--- config.mk ---
export PLATFORM = sky130hd
export DESIGN_NAME = qvr_sat
export DESIGN_NICKNAME = d
export VERILOG_FILES = /design/src/rtl/qvr_pkg.sv /design/src/rtl/qvr_sat.sv
export SDC_FILE = /design/constraint.sdc
export NUM_CORES = 1
export LEC_CHECK = 0
export ABC_AREA = 0
export BUFFER_PORTS_ARGS = -buffer_cell sky130_fd_sc_hd__buf_2
export CORE_UTILIZATION = 47
export DETAILED_ROUTE_END_ITERATION = 7
export PLACE_DENSITY = 0.85
export SLEW_MARGIN = 20
export SYNTH_ARGS = -nofsm -noshare
export SYNTH_HDL_FRONTEND = slang
export SYNTH_SLANG_ARGS = --single-unit
--- constraint.sdc ---
create_clock -name clk -period 8.7 [get_ports clk]
set_input_delay 1.74 -clock clk [delete_from_list [all_inputs] [get_ports clk]]
set_output_delay 1.74 -clock clk [all_outputs]
set_load 0.02 [all_outputs]
--- src/rtl/qvr_pkg.sv ---
`timescale 1ns / 1ps
// ----------------------------------------------------------------------------
// qvr_pkg
// Shared defaults for the quaternion vector rotation core.
// ----------------------------------------------------------------------------
package qvr_pkg;

  // Fraction bits of the quaternion parts (1.0 = 2^QUAT_FRAC_BITS)
  localparam int unsigned QVR_QUAT_FRAC_BITS = 16;
  // Width of the vector components in and out
  localparam int unsigned QVR_VEC_BITS       = 24;

endpackage

--- src/rtl/qvr_sat.sv ---
`timescale 1ns / 1ps
// ----------------------------------------------------------------------------
// qvr_sat
// Output stage: clamp each component to the vector width, flag any clamp,
// and hold the result item in the output register.
// ----------------------------------------------------------------------------
module qvr_sat import qvr_pkg::*; #(
  parameter int unsigned VEC_BITS = QVR_VEC_BITS,
  localparam int unsigned RW = VEC_BITS + 6
) (
  input  logic                       clk,
  input  logic                       rst_n,
  input  logic                       in_valid,
  output logic                       in_ready,
  input  logic signed [RW-1:0]       r1,
  input  logic signed [RW-1:0]       r2,
  input  logic signed [RW-1:0]       r3,
  output logic                       out_valid,
  input  logic                       out_ready,
  output logic signed [VEC_BITS-1:0] rot_x,
  output logic signed [VEC_BITS-1:0] rot_y,
  output logic signed [VEC_BITS-1:0] rot_z,
  output logic                       clipped
);

  localparam logic signed [RW-1:0] R_HI =
    {{(RW-VEC_BITS+1){1'b0}}, {(VEC_BITS-1){1'b1}}};
  localparam logic signed [RW-1:0] R_LO =
    {{(RW-VEC_BITS+1){1'b1}}, {(VEC_BITS-1){1'b0}}};
  localparam logic signed [VEC_BITS-1:0] V_HI = {1'b0, {(VEC_BITS-1){1'b1}}};
  localparam logic signed [VEC_BITS-1:0] V_LO = {1'b1, {(VEC_BITS-1){1'b0}}};

  logic s5_vld_r, s5_rdy;
  logic hi1, lo1, hi2, lo2, hi3, lo3;
  logic signed [VEC_BITS-1:0] x_nxt, y_nxt, z_nxt;
  logic signed [VEC_BITS-1:0] x_r, y_r, z_r;
  logic clip_nxt, clip_r;

  assign s5_rdy   = !s5_vld_r || out_ready;
  assign in_ready = s5_rdy;

  always_ff @(posedge clk) begin
    if (!rst_n) begin
      s5_vld_r <= 1'b0;
    end else if (s5_rdy) begin
      s5_vld_r <= in_valid;
    end
  end

  // Clamp to the signed vector range
  always_comb begin
    hi1 = r1 > R_HI;
    lo1 = r1 < R_LO;
    hi2 = r2 > R_HI;
    lo2 = r2 < R_LO;
    hi3 = r3 > R_HI;
    lo3 = r3 < R_LO;
    x_nxt = hi1 ? V_HI : (lo1 ? V_LO : r1[VEC_BITS-1:0]);
    y_nxt = hi2 ? V_HI : (lo2 ? V_LO : r2[VEC_BITS-1:0]);
    z_nxt = hi3 ? V_HI : (lo3 ? V_LO : r3[VEC_BITS-1:0]);
    clip_nxt = hi1 | lo1 | hi2 | lo2 | hi3 | lo3;
  end

  always_ff @(posedge clk) begin
    if (s5_rdy && in_valid) begin
      x_r    <= x_nxt;
      y_r    <= y_nxt;
      z_r    <= z_nxt;
      clip_r <= clip_nxt;
    end
  end

  assign out_valid = s5_vld_r;
  assign rot_x     = x_r;
  assign rot_y     = y_r;
  assign rot_z     = z_r;
  assign clipped   = clip_r;

endmodule

### Word level (Yosys, flattened, before mapping)

Index checks and enable logic that the tools add are counted.

* register bits after elaboration: 74
* output and inout port bits: 75

* order comparisons: 6
* multiplexer cells: 3
* bitwise logic cells: 5
* reduce and logical (&&, ||, !) cells: 3

Operators with widths (number)
* $gt A30 B24 Y1 const B: 3
* $lt A30 B24 Y1 const B: 3
* $mux W24: 3
* $or A1 B1 Y1: 5
* $logic_and A1 B1 Y1: 1
* $logic_not A1 Y1: 1
* $logic_or A1 B1 Y1: 1

### Logic depth before layout (Yosys ltp)

Gate-level depths: netlist (run 1).

* depth after elaboration: 6
* mapped depth: 5

### Least setup slack after synthesis (run 1)

No wires, ideal clock.

* path type: input to register
* start point: input out_ready
* end point: register clip_r (netlist: clipped) (enable)
* arrival time: 3.743 ns
* required time: 8.261 ns
* slack: 4.518 ns
* stages on the path: 2
* buffers on the path: 0
* cell sequence: nand2b_1 > and2_1

* word-level cells in the longest chain between the ends: 2

RTL lines
* start: declaration: RTL line qvr_sat.sv:19 `input logic out_ready,`
* $logic_or A1 B1 Y1: RTL line qvr_sat.sv:39 `assign s5_rdy = !s5_vld_r || out_ready;`
* $logic_and A1 B1 Y1: RTL line qvr_sat.sv:65 `if (s5_rdy && in_valid) begin`
* end signal: assignment: RTL line qvr_sat.sv:69 `clip_r <= clip_nxt;`
* end: declaration: RTL line qvr_sat.sv:37 `logic clip_nxt, clip_r;`

No other way between the ends.
A chain may end at the register's enable or synchronous reset.

### Worst setup path after layout (run 1)

* start point: input out_ready
* end point: output in_ready

* word-level cells in the longest chain between the ends: 1

RTL lines
* $logic_or A1 B1 Y1: RTL line qvr_sat.sv:39
* end: declaration: RTL line qvr_sat.sv:14 `output logic in_ready,`

No other way between the ends.

==> results of run 1 <==
[registers in the layout, indices dropped and copies added (netlist names)]
name       count
rot_z         24
clipped        1
out_valid      1
rot_y         24
rot_x         24
[power by group]
group	leakage, nW	total [W]	switching, W	internal (W)
clock	0.0796	0.000212	0.000112	0.000100
sequential	0.715	0.000427	0.00000549	0.000421
combinational	0.985	0.000116	0.0000720	0.0000437
total	1.78	0.000754	0.000189	0.000565
[worst max-delay path by stage]
stage | endpoint | slack (ps) | cells after the start
after CTS | in_ready | 4800 | 3
final | in_ready | 4800 | 3
after global placement | in_ready | 4820 | 3
after detailed placement | in_ready | 4800 | 3
after global routing | in_ready | 4790 | 3
after floorplan | clipped$_DFFE_PP_ | 4520 | 2
[final cells by class]
type / instances / share of cell area [%]
Sequential cell: 74 / 55.3
Timing Repair Buffer: 168 / 21.0
Multi-Input combinational cell: 116 / 17.4
Clock buffer: 11 / 3.28
Tap cell: 75 / 2.35
Clock inverter: 5 / 0.532
Inverter: 1 / 0.0938
[kinds of logic (layout without fill, tap and decap cells)]
logic type             Yosys count  count (layout)
AOI/OAI and AO/OA               53              53
and+or+nand+nor                 63              63
DFF                             74              74
buffers and inverters           16             185
[critical path: stages]
cell,delay (ps)
buf_2,90
nand2b_1,160
buf_2,170
[stage by stage]
stage	hold WS, ps	setup slack, ps	cells	area (µm²)
floorplan	750	4520	206	3010
global placement	516	4820	434	3840
detailed placement	551	4800	434	3840
CTS	563	4800	450	3990
global route	601	4790	450	4000
finish	565	4800	450	4000
[metal layers]
| layer | vias to the layer above | track usage [%] |
|---|---|---|
| met4 | 0 | 8.60 |
| met2 | 100 | 33.6 |
| li1 | 1079 | - |
| met1 | 1024 | 22.2 |
| met5 | - | 0 |
| met3 | 10 | 5.00 |
[layout by cell type (no fill, tap or decap)]
cell and instances:
nand4_1 3, edfxtp_1 73, a21oi_2 2, o21ai_2 2
nor2_1 50, clkbuf_8 9, nand2_1 3, a21oi_4 1
nor4_2 3, o21a_1 24, a21o_1 23, nor2b_1 1
nand4b_1 1, nand2b_1 1, clkinv_1 3, clkinv_2 2
buf_2 168, inv_1 1, clkbuf_1 2, and2_4 1
dfxtp_1 1, a21boi_0 1
==> key figures, run 1 <==
Synthesis
  • Yosys cell types: 20
  • Post-synthesis compound-gate area fraction: 13.4%
  • Post-synthesis sequential area ratio: 73.4%
  • XOR/XNOR Fraction of Synth Area: 0%
  • #FFs+latches synth: 74
  • Simple-gate share of the synthesized area: 9.38%
  • Largest family of logic cells by synthesized area: compound AO/OA/AOI/OAI gates
  • Syn Std Cell Area: 3010 µm²
  • FFs w/ async S/R, synth: 0%
  • Post-Synth Adder-Cell Area: 0%
  • Mean post-synth cell area: 14.6 µm²
  • Most common cell in the netlist: edfxtp_1
  • Most frequently used flop master after synthesis: edfxtp_1
  • Post-synth top area cell: edfxtp_1
  • Synth top area share: 72.7%
  • EDFF count, synth: 73
  • Synth Instances: 206
  • Warnings, synthesis: 0
  • Commonest cells post-synth: edfxtp_1 (73), nor2_1 (50), o21a_1 (24)
  • Post-synthesis mux area share: 0%
  • Area contributors post-synth: edfxtp_1 (73%), nor2_1 (6.2%), o21a_1 (6.0%)
  • Syn nets: 300

Detailed routing
  • WL/cell: 14.1 µm
  • Wire length on met1: 2.51 mm
  • Via/cell ratio: 4.92
  • DR iter-0 viols: 94
  • Max layer used: met4
  • Metal2 WL: 3.24 mm
  • Via count: 2213
  • Total Wirelength: 6.34 mm
  • TritonRoute pass-1 iters: 4
  • Drt drc: 0
  • Met3 wire len: 480 µm
  • Antenna-violating nets left: 0

Critical path
  • R2R Path End: rot_z[12]$_SDFFCE_PP1P_
  • Worst flop-to-flop path startpoint: out_valid$_SDFFE_PN0N_
  • CP Launch Point: out_ready
  • Critical Path Source Type: input pin
  • Setup CP Type: input pin to primary output
  • Crit path arrival time: 2160 ps
  • CP Data Required Time: 6960 ps
  • Crit-path max FO: 3
  • Element type at the critical path end: primary output
  • Reg2reg path depth: 2
  • Worst reg2reg setup slack: 7100 ps

Pwr
  • Power, Total: 0.000754 W
  • Pwr per Cell Area: 188 nW/µm²
  • Peak supply drop: 126 µV
  • Pleak: 1.78 nW

Timing
  • Unrepaired setup endpoints after global routing: false
  • Max Clock Skew: 7.66 ps
  • Fin crit period: 3900 ps
  • Endpoints failing hold: 0
  • Final setup vio count: 0
  • Worst-Margin Slew: 1030 ps
  • Final worst path period share: 44.8%
  • Max Slew Vio Count: 0
  • Achievable Freq: 256 MHz
  • Total negative slack: 0 ps
  • Slew headroom: 31.0%

Global route
  • Global-route wire length before repair: 9.43 mm
  • Initial antenna violation count: 0
  • Total track usage: 19.3%
  • Vias in the first global route: 2072
  • Overflow after GRT: 0
  • Largest net degree at the start of global routing: 74

Die
  • Core ar.: 6060 µm²
  • IO Count: 169
  • Die width: 82.1 µm
  • # rows: 28
  • Starting Density: 49.7%
  • Die area: 6740 µm²
  • Die Y: 82.1 µm

Layout
  • FF/Latch Area: 2210 µm²
  • Nets: 464
  • Area grow syn2layout: 32.7%
  • Area of the multi-input gates: 697 µm²
  • Final core occ: 66.0%
  • Filler Cells Inserted: 493
  • Diodes inserted: 0
  • Share of layout cells above drive strength 1: 50.1%

Min path
  • Hold Path Sink: out_valid$_SDFFE_PN0N_
  • Hold_sp: out_valid$_SDFFE_PN0N_
  • HP Class: flip-flop to flip-flop
  • Hold path depth: 2

Clocking
  • Clock root buffer: clkbuf_8
  • Postcts setup bufs: 0
  • CTS tree: done
  • Worst-skew pair later-pin latency: 320 ps
  • Clock sink total: 74
  • Hold buffers post-CTS: 0
  • Clock Path Buffers: 2
  • H-tree depth: 3
  • CTS resizes: 0
  • Num CTS Buffers: 9
  • Clock-pin transition on the worst setup and hold timing paths: 70 ps

Run
  • Max-cap violations: 0

Status
  • Status: completed

Placement
  • GPL Wtd Cong: 0.741
  • Number of port buffers: 168
  • Post-DP HPWL: 4.58 mm
Note: power is estimated with default switching activity, not from simulation.
==> inputs of run 2 (changes only) <==
--- a/config.mk
+++ b/config.mk
@@ -5,11 +5,11 @@
 export SDC_FILE = /design/constraint.sdc
 export NUM_CORES = 1
 export LEC_CHECK = 0
-export ABC_AREA = 0
+export ABC_AREA = 1
 export BUFFER_PORTS_ARGS = -buffer_cell sky130_fd_sc_hd__buf_2
-export CORE_UTILIZATION = 47
+export CORE_UTILIZATION = 44
 export DETAILED_ROUTE_END_ITERATION = 7
-export PLACE_DENSITY = 0.85
+export PLACE_DENSITY = 0.81
 export SLEW_MARGIN = 20
 export SYNTH_ARGS = -nofsm -noshare
 export SYNTH_HDL_FRONTEND = slang
==> constraint.sdc (replaced) <==
create_clock -name clk -period 3.7 [get_ports clk]
set_input_delay 0.74 -clock clk [delete_from_list [all_inputs] [get_ports clk]]
set_output_delay 0.74 -clock clk [all_outputs]
set_load 0.02 [all_outputs]
==> run 2 against run 1 <==
Against the previous run: register-to-register slack lost 5000 ps; sequential share of layout area shrank 0.92 points; clock-buffer cell count increased by 2; first-iteration DRC count fell by 5.3%; global-route usage is 0.53 points lower; critical endpoint unchanged.
==> key figures, run 2 <==
Critical path
  • Worst-path cell chain: buf_2, inv_1, nand2_1, buf_2
  • Cell at the slowest stage of the critical path: buf_2
  • Crit-path max FO: 2 (-1)
  • Crit-path most repeated cell: buf_2
  • Setup CP Type: input pin to primary output
  • CP Data Required Time: 2960 ps (-4000 ps)
  • Buf/Inv on CP: 3 (+1)
  • Critical Path Stages: 4 (+1)
  • Worst reg2reg setup slack: 2060 ps (-5040 ps)
  • CP top delay family: buffers and inverters
  • Crit path arrival time: 1160 ps (-1000 ps)
  • Critical Path Source Type: input pin
  • Crit-path max cell delay: 160 ps (about the same)
  • Element type at the critical path end: primary output
  • Reg2reg path depth: 2 (unchanged)

Placement
  • Post-DP HPWL: 4.68 mm (+2.2%)
  • GPL Wtd Cong: 0.720 (-2.8%)
  • Placed cells: 505 (+16%)
  • Number of port buffers: 168 (unchanged)
  • Pre-CTS setup slack: 1460 ps (-3340 ps)

Synthesis
  • Yosys cell types: 15 (-25%)
  • #FFs+latches synth: 74 (unchanged)
  • EDFF count, synth: 73 (unchanged)
  • Synth Instances: 274 (+33%)
  • Synth top area share: 72.2% (-0.54 points)
  • Most frequently used flop master after synthesis: edfxtp_1
  • Most common cell in the netlist: nand2_1
  • Warnings, synthesis: 0 (unchanged)
  • Mean post-synth cell area: 11.1 µm² (-24%)
  • Post-synthesis sequential area ratio: 72.8% (-0.54 points)
  • Syn nets: 368 (+23%)
  • Area contributors post-synth: edfxtp_1 (72%), nand2_1 (20%), buf_4 (1.5%)
  • Post-synth top area cell: edfxtp_1
  • FFs w/ async S/R, synth: 0% (unchanged)
  • Syn Std Cell Area: 3040 µm² (+0.75%)
  • Commonest cells post-synth: nand2_1 (158), edfxtp_1 (73), nor2_1 (12)

Pwr
  • Int Power: 0.00136 W (+140%)
  • Switch share: 25.2% (+0.10 points)
  • Sequential share of power: 55.1% (-1.5 points)
  • Logic pwr share: 14.5% (-0.8 points)
  • Peak supply drop: 198 µV (+57%)
  • Pleak: 1.93 nW (+8.4%)
  • Pwr per Cell Area: 446 nW/µm² (+140%)
  • Power, Total: 0.00181 W (+140%)
  • Clk pwr share: 30.5% (+2.4 points)
  • Psw: 0.000457 W (+140%)

Detailed routing
  • Via count: 2428 (+9.7%)
  • Via/cell ratio: 4.66 (-5.2%)
  • Drt drc: 0 (unchanged)
  • Total Wirelength: 6.64 mm (+4.8%)
  • DR iter-0 viols: 89 (-5.3%)
  • TritonRoute pass-1 iters: 4 (unchanged)
  • Antenna-violating nets left: 0 (unchanged)
  • WL/cell: 12.7 µm (-9.5%)

Clocking
  • CTS tree: done
  • Worst-skew pair later-pin latency: 330 ps (about the same)
  • Clock-pin transition on the worst setup and hold timing paths: 80 ps (about the same)
  • Clock Path Buffers: 2 (unchanged)
  • Num CTS Buffers: 9 (unchanged)
  • H-tree depth: 3 (unchanged)
  • Clock root buffer: clkbuf_8
  • Hold buffers post-CTS: 0 (unchanged)
  • CTS resizes: 0 (unchanged)
  • Clock sink total: 74 (unchanged)
  • Postcts setup bufs: 0 (unchanged)

Timing
  • Final setup vio count: 0 (unchanged)
  • Max Clock Skew: 14.7 ps (+7.04 ps)
  • Unrepaired setup endpoints after global routing: false
  • Worst-Margin Slew: 926 ps (-109 ps)
  • WHS: 548 ps (-17.2 ps)
  • Endpoints failing hold: 0 (unchanged)
  • Total negative slack: 0 ps (unchanged)
  • Fin crit period: 1900 ps
  • Slew headroom: 38.3% (+7.3 points)
  • Max Slew Vio Count: 0 (unchanged)
  • Final worst setup slack: 1800 ps (-3000 ps)
  • Achievable Freq: 526 MHz
  • Final worst path period share: 51.4%

Run
  • Max-cap violations: 0 (unchanged)

Global route
  • Met2 Track Usage GR: 33.0% (-0.65 points)
  • Initial antenna violation count: 0 (unchanged)
  • Largest net degree at the start of global routing: 74 (unchanged)
  • Total track usage: 18.8% (-0.53 points)
  • M1 GR Usage: 21.2% (-0.97 points)
  • Met3 Use GR: 5.25% (+0.25 points)
  • Vias in the first global route: 2345 (+13%)
  • GRT busiest layer: met2
  • Global-route wire length before repair: 10.4 mm (+10%)
  • Overflow after GRT: 0 (unchanged)

Die
  • Starting Density: 46.8% (-3.0 points)
  • # rows: 29 (+3.6%)
  • Die width: 85.1 µm (+3.6%)
  • Die Y: 85.1 µm (+3.6%)
  • Core ar.: 6490 µm² (+7.2%)
  • IO Count: 169 (unchanged)
  • Die area: 7240 µm² (+7.4%)

Min path
  • HP Class: flip-flop to flip-flop
  • Hold path depth: 2 (unchanged)

Layout
  • Commonest non-fill, non-tap cells in the layout: buf_2 (168), nand2_1 (158), edfxtp_1 (73), nor2_1 (12), clkbuf_8 (11)
  • Nets: 533 (+15%)
  • Diodes inserted: 0 (unchanged)
  • Share of layout cells above drive strength 1: 42.1% (-8.0 points)
  • Post-Layout Cell Count: 521 (+16%)
  • Commonest non-fill, non-tap cell in the layout: buf_2
  • Area grow syn2layout: 34.0%
  • Filler Cells Inserted: 548 (+11%)

Status
  • Status: completed
run 2: kinds of logic (layout without fill, tap and decap cells):
logic type / after synthesis / in the layout / share of synthesized area [%]
flops: 74 / 74 / 72.8
buf+inv: 22 / 192 / 4.12
compound gates: 3 / 3 / 1.03
simple gates: 175 / 175 / 22.0
run 2: final timing paths:
path,endpoint,startpoint
setup / recovery,in_ready,out_ready
hold / removal,out_valid$_SDFFE_PN0N_,out_valid$_SDFFE_PN0N_
setup reg to reg,rot_y[0]$_SDFFCE_PP1P_,out_valid$_SDFFE_PN0N_
hold reg to reg,out_valid$_SDFFE_PN0N_,out_valid$_SDFFE_PN0N_
run 2: power groups by stage:
stage                     clock [W]  sequential, W  combinational, W
final                      0.000553       0.000999          0.000262
after global routing       0.000604        0.00100          0.000287
after CTS                  0.000562        0.00100          0.000266
after detailed placement          0        0.00102          0.000265
after global placement            0        0.00102          0.000259
after floorplan                   0        0.00109         0.0000868
run 2: area by class of cell:
type	count	area (µm²)	share of cell area (%)
multi-input combinational	178	711	17.5
inverter	7	26.3	0.646
sequential	74	2210	54.4
clock inverter	3	15.0	0.369
clock buffer	13	159	3.91
tap	77	96.3	2.37
timing repair buffer	169	848	20.9
run 2: per-stage QoR:
step	utilization, %	cell area (µm²)
floorplan	-	3040
global placement	59.9	3890
detailed placement	59.9	3890
CTS	62.6	4070
global route	62.6	4070
finish	62.6	4070
run 2: worst register-to-register path, cell delays in order (launching register included):
cell and delay, ps:
dfxtp_1 350, a21oi_4 140, buf_4 690
run 2: routing by layer:
metal	vias to the layer above	part of all wire (%)	wire [µm]
met5	-	0	0
met4	0	2.4	157
met3	15	7.5	500
met2	112	50	3320
met1	1089	40	2660
li1	1212	-	-
